File: src/rtl/lavm_pkg.sv
// Shared types, constants and helper functions of the look-at view matrix block.
`default_nettype none
package lavm_pkg;

   localparam int WORD_W = 32;              // Q16.16 word
   localparam int DIFF_W = WORD_W + 1;      // exact center - eye
   localparam int UNIT_W = 20;              // unit components and rounded cross terms
   localparam int MUL_W  = 35;              // shared multiplier operand width
   localparam int PROD_W = 2 * MUL_W;       // product and accumulator width
   localparam int TRN_W  = 37;              // rounded dot products before saturation
   localparam int SR_W   = 51;              // exact f x up in Q32.32
   localparam int MAG_W  = SR_W - 1;        // magnitudes entering normalization
   localparam int CNT_W  = 6;
   localparam logic signed [WORD_W-1:0] ONE_Q16 = 32'sd65536;

   typedef struct packed {
      logic [2:0][WORD_W-1:0] eye;
      logic [2:0][DIFF_W-1:0] dir;
      logic [2:0][WORD_W-1:0] up;
      logic                   zero_dir;
   } lavm_item_type;

   typedef struct packed {
      logic push;
      logic full;
   } lavm_qin_type;

   typedef struct packed {
      logic pop;
      logic empty;
   } lavm_qout_type;

   typedef enum logic [3:0] {
      ST_IDLE, ST_NLOAD, ST_NSHIFT, ST_SQ, ST_SQWAIT, ST_SQRT, ST_DIV, ST_SCALE,
      ST_SCWAIT, ST_CROSS1, ST_CR1WAIT, ST_CROSS2, ST_CR2WAIT, ST_OUT
   } lavm_state_type;

   typedef enum logic [3:0] {
      DST_NONE, DST_SUMSQ, DST_UNIT0, DST_UNIT1, DST_UNIT2, DST_SR0, DST_SR1, DST_SR2,
      DST_U0, DST_U1, DST_U2, DST_TS, DST_TF, DST_TU
   } lavm_dest_type;

   function automatic logic signed [MUL_W-1:0] ext_unit(input logic signed [UNIT_W-1:0] v);
      return MUL_W'(v);
   endfunction

   function automatic logic signed [MUL_W-1:0] ext_word(input logic signed [WORD_W-1:0] v);
      return MUL_W'(v);
   endfunction

endpackage
`default_nettype wire

File: src/rtl/lavm_queue.sv
// Two-entry item queue between the front and back parts.
`default_nettype none
module lavm_queue (
   input  wire logic                    clock,
   input  wire logic                    reset,
   input  wire lavm_pkg::lavm_qin_type  in_ctl,
   input  wire lavm_pkg::lavm_item_type in_item,
   output logic                         full,
   input  wire logic                    pop,
   output lavm_pkg::lavm_qout_type      out_ctl,
   output lavm_pkg::lavm_item_type      out_item
);
   import lavm_pkg::*;

   lavm_item_type mem_ff [2];
   logic       wr_ptr_ff, wr_ptr_in, rd_ptr_ff, rd_ptr_in;
   logic [1:0] count_ff, count_in;
   logic       do_pop;

   always_comb begin
      do_pop    = pop && (count_ff != 2'd0);
      wr_ptr_in = wr_ptr_ff ^ in_ctl.push;
      rd_ptr_in = rd_ptr_ff ^ do_pop;
      count_in  = count_ff + 2'(in_ctl.push) - 2'(do_pop);
      full      = (count_ff == 2'd2);
      out_ctl.pop   = do_pop;
      out_ctl.empty = (count_ff == 2'd0);
      out_item  = mem_ff[rd_ptr_ff];
   end

   always_ff @(posedge clock) begin
      if (reset) begin
         wr_ptr_ff <= 1'b0;
         rd_ptr_ff <= 1'b0;
         count_ff  <= 2'd0;
      end else begin
         wr_ptr_ff <= wr_ptr_in;
         rd_ptr_ff <= rd_ptr_in;
         count_ff  <= count_in;
      end
   end

   always_ff @(posedge clock) begin
      if (in_ctl.push) mem_ff[wr_ptr_ff] <= in_item;
   end

endmodule
`default_nettype wire

File: config.mk
export PLATFORM = sky130hd
export DESIGN_NAME = lavm_queue
export DESIGN_NICKNAME = d
export VERILOG_FILES = /design/src/rtl/lavm_pkg.sv /design/src/rtl/lavm_queue.sv
export SDC_FILE = /design/constraint.sdc
export NUM_CORES = 1
export LEC_CHECK = 0
export BUFFER_PORTS_ARGS = -buffer_cell sky130_fd_sc_hd__clkbuf_2
export CORE_UTILIZATION = 36
export CTS_BUF_LIST = sky130_fd_sc_hd__clkbuf_8
export DETAILED_ROUTE_END_ITERATION = 12
export GPL_ROUTABILITY_DRIVEN = 0
export PLACE_DENSITY = 0.6
export REMOVE_ABC_BUFFERS = 1
export SLEW_MARGIN = 20
export SYNTH_ARGS = -nofsm -noshare
export SYNTH_HDL_FRONTEND = slang
export SYNTH_SLANG_ARGS = --single-unit
File: constraint.sdc
create_clock -name clock -period 16.3 [get_ports clock]
set_input_delay 3.26 -clock clock [delete_from_list [all_inputs] [get_ports clock]]
set_output_delay 3.26 -clock clock [all_outputs]
set_load 0.01 [all_outputs]
Word-level counts from Yosys, hierarchy flattened. Memory sizes are Yosys's and may differ from the RTL's. A register that Yosys moved wholly into a read port is not among the register bits. Cells that the tools add are included.

Register bits after elaboration: 4. RAM bits: 584. Output and inout bits: 295. Word-level logic and storage cells: 15. Memories kept: 1.

Memory list: mem_ff (depth 2, bits a word 292, read ports 1, clocked after Yosys merged registers in 1, write ports 1, RTL line lavm_queue.sv:15) `lavm_item_type mem_ff [2];`.

$add $sub $neg: 2. Equal/unequal tests: 1. Mux-type cells: 3. Bitwise logic cells: 2. Reductions and logical operators: 3.

Operators by type and width (number): $mux W1 (3); $add A2 B1 Y2 (1); $eq A2 B2 Y1 const B (1); $logic_not A2 Y1 (1); $reduce_bool A2 Y1 (1); $sub A2 B1 Y2 (1); $xor A1 B1 Y1 (2); $logic_and A1 B1 Y1 (1).

Depth between registers and ports, before layout.
Word-level depth: 4. Depth in mapped cells: 6.

Worst setup path after synthesis. Ideal clock, no wire load.

Kind: input to register. Start: input port in_ctl[1] (netlist bit). End: memory mem_ff[0][0] (netlist bit), enable pin. Data arrival time: 9.971 ns. Required time: 15.607 ns. Setup slack: 5.637 ns. Stages on the path: 1. Buffers on the path: 0. Path through: ha_1.

Longest elaborated chain between the ends: 2.

RTL lines: start, declared (RTL line lavm_queue.sv:6) `input wire lavm_pkg::lavm_qin_type in_ctl,`; $mux W1 (RTL line lavm_queue.sv:44) `if (in_ctl.push) mem_ff[wr_ptr_ff] <= in_item;`; $mux W1 (implied by the code) (RTL line lavm_queue.sv:44); end, declared (RTL line lavm_queue.sv:15).

Every way passes these cells.

==> out/summary.txt <==
row count = 90
Slew @ Worst Pin = 1071 ps
Setup TNS = 0 ps
EDFF count, synth = 584
final count of pins violating max slew = 0
dominant cells by area after synthesis = edfxtp_1, mux2_4, mux2_2, buf_6, dfxtp_1
Initial Util = 36.57%
CTS root buf = clkbuf_8
async set-reset flop share out of synthesis = 0%
fin area = 27670 um^2
WL per Instance = 19.34 um
final core utilization = 45.68%
hold_ws = 618.4 ps
placed insts = 2281
top cell type's share of synthesized area = 79.16%
CP max FO = 3
Total GRT Usage = 14.83%
via count = 11080
Max IR drop VDD = 0.07378 mV
post-synth top area cell = edfxtp_1
Die Span Y = 250.1 um
max frequency = 143.2 MHz
share of cells above drive strength 1 = 60.66%
core area = 60580 um^2
Pwr per Cell Area = 137.0 nW/um^2
drt total wl = 47.62 mm
post-cts resize count = 0
TritonCTS sink count = 588
cts bufs inserted = 98
Die Wd = 250.1 um
Worst Clk Skew = 14.34 ps
slew margin rel. = 28.58%
Post-CTS Setup Inserts = 0
initial DRC count = 426
count of cell types in the netlist = 13
via count of the first global-routing pass = 11900
Crit Path Category = primary input to output port
Non-Filler Instances = 2462
run status = finished clean
dpl hpwl = 32.28 mm
top-count cell post-synth = edfxtp_1
Worst Path Arrival = 3720 ps
synthesized area per cell = 23.79 um^2
Mapped Area = 22150 um^2
Die ar. = 62530 um^2
Critical Path Sink Type = output port
IO buf count = 590
startpoint type of the worst setup path = primary input
NumNets Final = 1900
number of synthesized register bits = 588
first-pass GRT wire length = 69.52 mm
I/O Pins = 592
hold-fix buffers at CTS = 0
largest net degree at the start of global routing = 121
R2R depth = 4
antenna violations before repair = 11
Hold Path Class = flop to flop
Max Cap Viol = 0
clk buf depth = 3
DRT antenna net count = 0
Seq/Total Area, Yosys = 79.53%
htree depth = 3
P_leak = 10.93 nW
P&R area growth vs syn = 24.92%
Via density = 4.498
TritonRoute pass-1 iters = 5
synth cell count leaders = edfxtp_1, mux2_4, mux2_2, buf_6
clock insertion delay at the later pin of the skew report = 640 ps
worst hold path depth = 3
WP data required = 13040 ps
dpl cell area = 25850 um^2
unrepaired setup endpoints after global routing = no
final count of hold timing violations = 0
prevailing post-synth register cell = edfxtp_1
cells after synthesis = 931
Synth warnings = 0
Worst-path clk slew = 60 ps
CTS tree = built
Setup-failing EPs final = 0
DRC viols = 0
GRT overflow = 0
Final min period = 6982 ps
final cycle utilization of the critical path = 42.83%
## logic make-up after synthesis
group / Yosys count / synth area share (%)
buffers and inverters: 37 / 1.677
XOR/XNOR: 1 / 0.1017
adder cells (fa/ha/maj): 4 / 0.2259
multiplexers: 293 / 18.28
AO/OA/AOI/OAI: 1 / 0.03390
flip-flops: 588 / 79.53
AND/OR/NAND/NOR: 7 / 0.1525
## metal layers
layer,GRT usage (%),vias up,wire [um]
met2,26.43,411,25050
met4,6.275,10,1112
met3,6.204,82,4374
met1,15.19,5485,17010
li1,-,5087,-
met5,0,-,76
## per-stage QoR
stage / setup slack (ps) / power, W
floorplan: 2392 / 0.002585
global placement: 9335 / 0.002634
detailed placement: 9328 / 0.002643
CTS: 9327 / 0.003857
global route: 9262 / 0.003961
finish: 9318 / 0.003791
## power by group
| group | total, W | switching [W] | internal, W | leakage, nW |
|---|---|---|---|---|
| Combinational | 0.000795 | 0.000397 | 0.000399 | 4.36 |
| Clock | 0.00119 | 0.000563 | 0.000631 | 1.06 |
| Sequential | 0.00180 | 0.0000304 | 0.00177 | 5.51 |
## cell type report
type / instances / area [um^2]
flip-flops and latches: 588 / 17620
diodes: 5 / 12.51
clock inverters: 77 / 442.9
fillers: 5325 / 32910
well taps: 782 / 978.4
multi-input cells: 306 / 4189
inverters: 3 / 11.26
repair buffers: 602 / 3055
clock buffers: 99 / 1363
## worst paths after layout
check / to / from / slack, ps
max: out_ctl[1] / pop / 9320
min: wr_ptr_ff / wr_ptr_ff / 620
max reg2reg: mem_ff[0][66] / wr_ptr_ff / 13350
min reg2reg: wr_ptr_ff / wr_ptr_ff / 620
## worst max-delay path: stages
cell and delay, ps:
clkbuf_2 80, o21a_1 200, clkbuf_2 180
## state kept, by name, summed over array words and instances (netlist names)
register and count:
mem_ff 584, count_ff 2, rd_ptr_ff 1, wr_ptr_ff 1
## cell usage in the layout, fill, tap and decap left out, drive strengths merged
cell	netlist	final
xnor3	1	1
clkinvlp	0	1
mux2	293	293
clkinv	0	32
inv	3	43
edfxtp	584	584
nor2	4	4
nor2b	3	3
diode	0	5
ha	4	4
o21a	1	1
bufinv	0	4
buf	34	12
dfxtp	4	4
clkbuf	0	689
Note: power is estimated with default switching activity, not from simulation.
