--- config.mk ---
export PLATFORM = sky130hd
export DESIGN_NAME = lavm_front
export DESIGN_NICKNAME = d
export VERILOG_FILES = /design/src/rtl/lavm_pkg.sv /design/src/rtl/lavm_front.sv
export SDC_FILE = /design/constraint.sdc
export NUM_CORES = 1
export LEC_CHECK = 0
export BUFFER_PORTS_ARGS = -buffer_cell sky130_fd_sc_hd__buf_4
export CAP_MARGIN = 15
export CORE_AREA = 2 2 229 231
export DETAILED_ROUTE_END_ITERATION = 10
export DIE_AREA = 0 0 231 233
export PLACE_DENSITY_LB_ADDON = 0.05
export RECOVER_POWER = 50
export SLEW_MARGIN = 20
export SYNTH_ARGS = -nofsm -noshare
export SYNTH_HDL_FRONTEND = slang
export SYNTH_SLANG_ARGS = --single-unit
--- constraint.sdc ---
create_clock -name vclk -period 8.5
set_input_delay 0.85 -clock vclk [all_inputs]
set_output_delay 0.85 -clock vclk [all_outputs]
set_load 0.05 [all_outputs]
--- src/rtl/lavm_pkg.sv ---
// Shared types, constants and helper functions of the look-at view matrix block.
`default_nettype none
package lavm_pkg;

   localparam int WORD_W = 32;              // Q16.16 word
   localparam int DIFF_W = WORD_W + 1;      // exact center - eye
   localparam int UNIT_W = 20;              // unit components and rounded cross terms
   localparam int MUL_W  = 35;              // shared multiplier operand width
   localparam int PROD_W = 2 * MUL_W;       // product and accumulator width
   localparam int TRN_W  = 37;              // rounded dot products before saturation
   localparam int SR_W   = 51;              // exact f x up in Q32.32
   localparam int MAG_W  = SR_W - 1;        // magnitudes entering normalization
   localparam int CNT_W  = 6;
   localparam logic signed [WORD_W-1:0] ONE_Q16 = 32'sd65536;

   typedef struct packed {
      logic [2:0][WORD_W-1:0] eye;
      logic [2:0][DIFF_W-1:0] dir;
      logic [2:0][WORD_W-1:0] up;
      logic                   zero_dir;
   } lavm_item_type;

   typedef struct packed {
      logic push;
      logic full;
   } lavm_qin_type;

   typedef struct packed {
      logic pop;
      logic empty;
   } lavm_qout_type;

   typedef enum logic [3:0] {
      ST_IDLE, ST_NLOAD, ST_NSHIFT, ST_SQ, ST_SQWAIT, ST_SQRT, ST_DIV, ST_SCALE,
      ST_SCWAIT, ST_CROSS1, ST_CR1WAIT, ST_CROSS2, ST_CR2WAIT, ST_OUT
   } lavm_state_type;

   typedef enum logic [3:0] {
      DST_NONE, DST_SUMSQ, DST_UNIT0, DST_UNIT1, DST_UNIT2, DST_SR0, DST_SR1, DST_SR2,
      DST_U0, DST_U1, DST_U2, DST_TS, DST_TF, DST_TU
   } lavm_dest_type;

   function automatic logic signed [MUL_W-1:0] ext_unit(input logic signed [UNIT_W-1:0] v);
      return MUL_W'(v);
   endfunction

   function automatic logic signed [MUL_W-1:0] ext_word(input logic signed [WORD_W-1:0] v);
      return MUL_W'(v);
   endfunction

endpackage
`default_nettype wire

--- src/rtl/lavm_front.sv ---
// Front part: accepts request items, forms center - eye and flags a zero view direction.
`default_nettype none
module lavm_front (
   input  wire logic                          start,
   output logic                               busy,
   input  wire logic signed [31:0]            req_eye_x,
   input  wire logic signed [31:0]            req_eye_y,
   input  wire logic signed [31:0]            req_eye_z,
   input  wire logic signed [31:0]            req_center_x,
   input  wire logic signed [31:0]            req_center_y,
   input  wire logic signed [31:0]            req_center_z,
   input  wire logic signed [31:0]            req_up_x,
   input  wire logic signed [31:0]            req_up_y,
   input  wire logic signed [31:0]            req_up_z,
   input  wire logic                          q_full,
   output lavm_pkg::lavm_qin_type             q_ctl,
   output lavm_pkg::lavm_item_type            q_item
);
   import lavm_pkg::*;

   logic signed [DIFF_W-1:0] dx, dy, dz;

   always_comb begin
      dx = DIFF_W'(req_center_x) - DIFF_W'(req_eye_x);
      dy = DIFF_W'(req_center_y) - DIFF_W'(req_eye_y);
      dz = DIFF_W'(req_center_z) - DIFF_W'(req_eye_z);
      q_item.eye      = {req_eye_z, req_eye_y, req_eye_x};
      q_item.dir      = {dz, dy, dx};
      q_item.up       = {req_up_z, req_up_y, req_up_x};
      q_item.zero_dir = (dx == '0) && (dy == '0) && (dz == '0);
      busy            = q_full;
      q_ctl.push      = start && !q_full;
      q_ctl.full      = q_full;
   end

endmodule
`default_nettype wire

# After elaboration in Yosys (flattened, before gate mapping)
# Index checks and enable logic that the tools add are counted.
totals:
  out_inout_bits: 295
  register_bits: 0
  inputBits: 290
classes:
  reduce_logical: 7
  addsub: 3
op_table:
  columns: ["operator", "n"]
  rows:
  - ["$logic_not A33 Y1", 3]
  - ["$sub A32 B32 Y33", 3]
  - ["$logic_and A1 B1 Y1", 3]
  - ["$logic_not A1 Y1", 1]

# Depth between registers and ports, before layout
depth:
  ltp_word: 4
  mapped_depth: 14
  ltp_nobuf: 14

# Least setup slack after synthesis
# Ideal clock, no wire load.
synth_timing:
  kind: "input to output"
  start: "input req_eye_x[3]"
  end: "output q_item[0] (netlist bit)"
  t_required_ns: 7.650
  stages: 13
  t_arrival_ns: 4.922
  slack_ns: 2.728
  cell_sequence: "inv_1 -> ha_1 -> and2_1 -> a221oi_2 -> a21boi_0 -> o211ai_1 -> o311ai_0 -> a2111oi_0 -> nand4_1 -> nor4_1 -> and4_1 -> nand4_1 -> nor4_2"
synth_lines:
  columns: ["item", "line", "rtl"]
  rows:
  - ["start: declaration", "lavm_front.sv:6", "input wire logic signed [31:0] req_eye_x,"]
  - ["end: declaration", "lavm_front.sv:17", "output lavm_pkg::lavm_item_type q_item"]

==> flow_summary.json <==
{
  "outcome": "finished, final reports clean",
  "post_cts_buffers": 0,
  "syn-instance-count": 1138,
  "period_minus_slack_ns": 6.419,
  "fp.dieW_um": 231,
  "required_ns": 7.65,
  "post_synth.cell_area_avg_um2": 6.680,
  "io_pins": 585,
  "drive_above_1_share": 0.2756,
  "seq_area_frac_synth": 0,
  "max_cap_violations": 0,
  "grt_max_degree": 11,
  "grt_pass1_vias": 8550,
  "use_met1": 0.1741,
  "postLayoutCellArea_mm2": 0.009649,
  "setup.worst_path.class": "input port to output port",
  "overflow": 0,
  "cp_common_cell": "nor4_1",
  "place_area_mm2": 0.009838,
  "grt_use_met3": 0.02770,
  "synth_nets": 1527,
  "worst-path-buf-inv": 2,
  "cp_cell_sequence": "buf_4 > ha_1 > fa_1 > and4_1 > o2111ai_1 > nor4_1 > o211a_1 > nand4b_1 > nor4_1 > nand4_1 > nor4_1 > and4_1 > nand4_1 > nor4_2 > buf_4",
  "firstDrtPassIters": 7,
  "core_mm2": 0.05109,
  "fin_tns_setup_ns": 0,
  "post_drt_wl_per_cell_um": 19.36,
  "min_path_cells": 0,
  "busiest_layer": "met2",
  "setup_viol": 0,
  "antenna_found_initial": 1,
  "final_cell_mix": "buf_4 (343), inv_1 (126), ha_1 (96), a21oi_1 (90), nand2_1 (74)",
  "slew_violations": 0,
  "rsz0062_at_grt": "false",
  "start_kind": "input port",
  "hp-start": "req_up_x[15]",
  "final-hold-violation-count": 0,
  "regArea_um2": 0,
  "crit_path_max_fanout": 2,
  "yosys_warnings": 0,
  "drt_iter0_drc": 354,
  "num_vias": 8308,
  "max-slew-margin-rel": 0.3819,
  "fin_nets": 1701,
  "start_util": 0.1488,
  "fill_cells": 5981,
  "route.detailed.drc": 0,
  "layout_setup_ws_ns": 2.081,
  "dp_slack_ns": 2.050,
  "worstMarginPinSlew_ns": 0.9248,
  "grtUsageMet2": 0.2401,
  "portBuffers": 393,
  "rows": 83,
  "fmax_ghz": 0.1558,
  "via_per_inst": 4.173,
  "cts_hold_buf": 0,
  "gp_congestion": 0.7470,
  "die_height_um": 233,
  "cts.repair.resized": 0,
  "die-area_mm2": 0.05382,
  "layout_commonest_cell": "buf_4",
  "syn_area_mm2": 0.007602,
  "area_growth_pct": 26.93,
  "critPathSlowestCell": "nor4_1",
  "cpPeakStageDelay_ns": 0.69,
  "dp_hpwl_mm": 35.51,
  "design.seq.count": 0,
  "crit_family": "simple AND/OR/NAND/NOR gates",
  "crit_path_end_kind": "output port",
  "antenna_left": 0,
  "arrival_ns": 5.57,
  "fin_crit_sh": 0.7551,
  "synth_cell_type_count": 77,
  "track_usage": 0.1343,
  "hp-class": "input port to output port",
  "nClkBuffers": 0,
  "hold_end": "q_item[16]",
  "grt_pass1_wl_mm": 55.28,
  "routed_wl_mm": 38.54,
  "crit_cells": 15
}
per-layer routing:
layer / vias up / share of wire
met4: 2 / 0.0013
li1: 4177 / -
met1: 3789 / 0.45
met3: 10 / 0.065
met5: - / 0.00042
met2: 330 / 0.48
cell usage after synthesis, drive strengths merged (3+ instances only):
cell type	number	area, um^2
buf	200	1491
inv	126	473.0
ha	96	1201
a21oi	92	475.5
nand2	74	277.8
o21ai	68	340.3
nor2	64	240.2
xnor2	49	429.2
a21o	26	195.2
nand3	23	120.1
clkbuf	22	82.58
nor3	19	95.09
xor2	19	166.4
a211oi	18	140.1
a31oi	17	106.4
nor2b	17	106.4
o211ai	17	132.6
and2	16	102.6
or3	15	93.84
o21a	13	97.59
nand4	12	75.07
nor4	12	81.33
o21bai	10	75.07
nand2b	8	50.05
a221oi	7	73.82
and3	7	45.05
o2111ai	6	58.80
o31ai	6	50.05
or4	5	37.54
a2111oi	4	35.03
a211o	4	35.03
a21boi	4	30.03
and4	4	35.03
mux2i	4	40.04
nand3b	4	30.03
nor3b	4	30.03
o211a	4	40.04
o31a	4	35.03
a311oi	3	26.28
a41oi	3	26.28
fa	3	60.06
nor4b	3	26.28
or4b	3	30.03
cell families (layout without fill, tap and decap cells):
family                     after synthesis  count (layout)  share of synthesized area
AOI/OAI and AO/OA                      321             321                     0.2785
adders and majority gates               99              99                     0.1659
other                                    0               1                          0
muxes                                    4               4                   0.005267
and+or+nand+nor                        298             298                     0.2028
xor gates and xnor gates                68              68                    0.07834
buffers and inverters                  348             520                     0.2693
worst max-delay path by stage:
stage / from / to
after global routing: req_eye_z[0] / q_item[0]
final: req_eye_z[0] / q_item[0]
after floorplan: req_eye_x[3] / q_item[0]
after CTS: req_eye_z[0] / q_item[0]
after detailed placement: req_eye_z[0] / q_item[0]
after global placement: req_eye_z[0] / q_item[0]
layout make-up:
cell class | count | area, um^2 | share of cell area
Multi-Input combinational cell | 790 | 5557 | 0.5759
Tap cell | 680 | 850.8 | 0.08817
Inverter | 126 | 473.0 | 0.04901
Timing Repair Buffer | 394 | 2766 | 0.2867
Antenna cell | 1 | 2.502 | 0.0002593
stage by stage:
step / util / hold WS [ns] / std cells
2_1_floorplan: - / 1.867 / 1138
3_3_place_gp: 0.1925 / 1.700 / 1990
3_5_place_dp: 0.1926 / 1.700 / 1990
4_1_cts: 0.1926 / 1.700 / 1990
5_1_grt: 0.1888 / 1.700 / 1990
6_report: 0.1889 / 1.700 / 1991
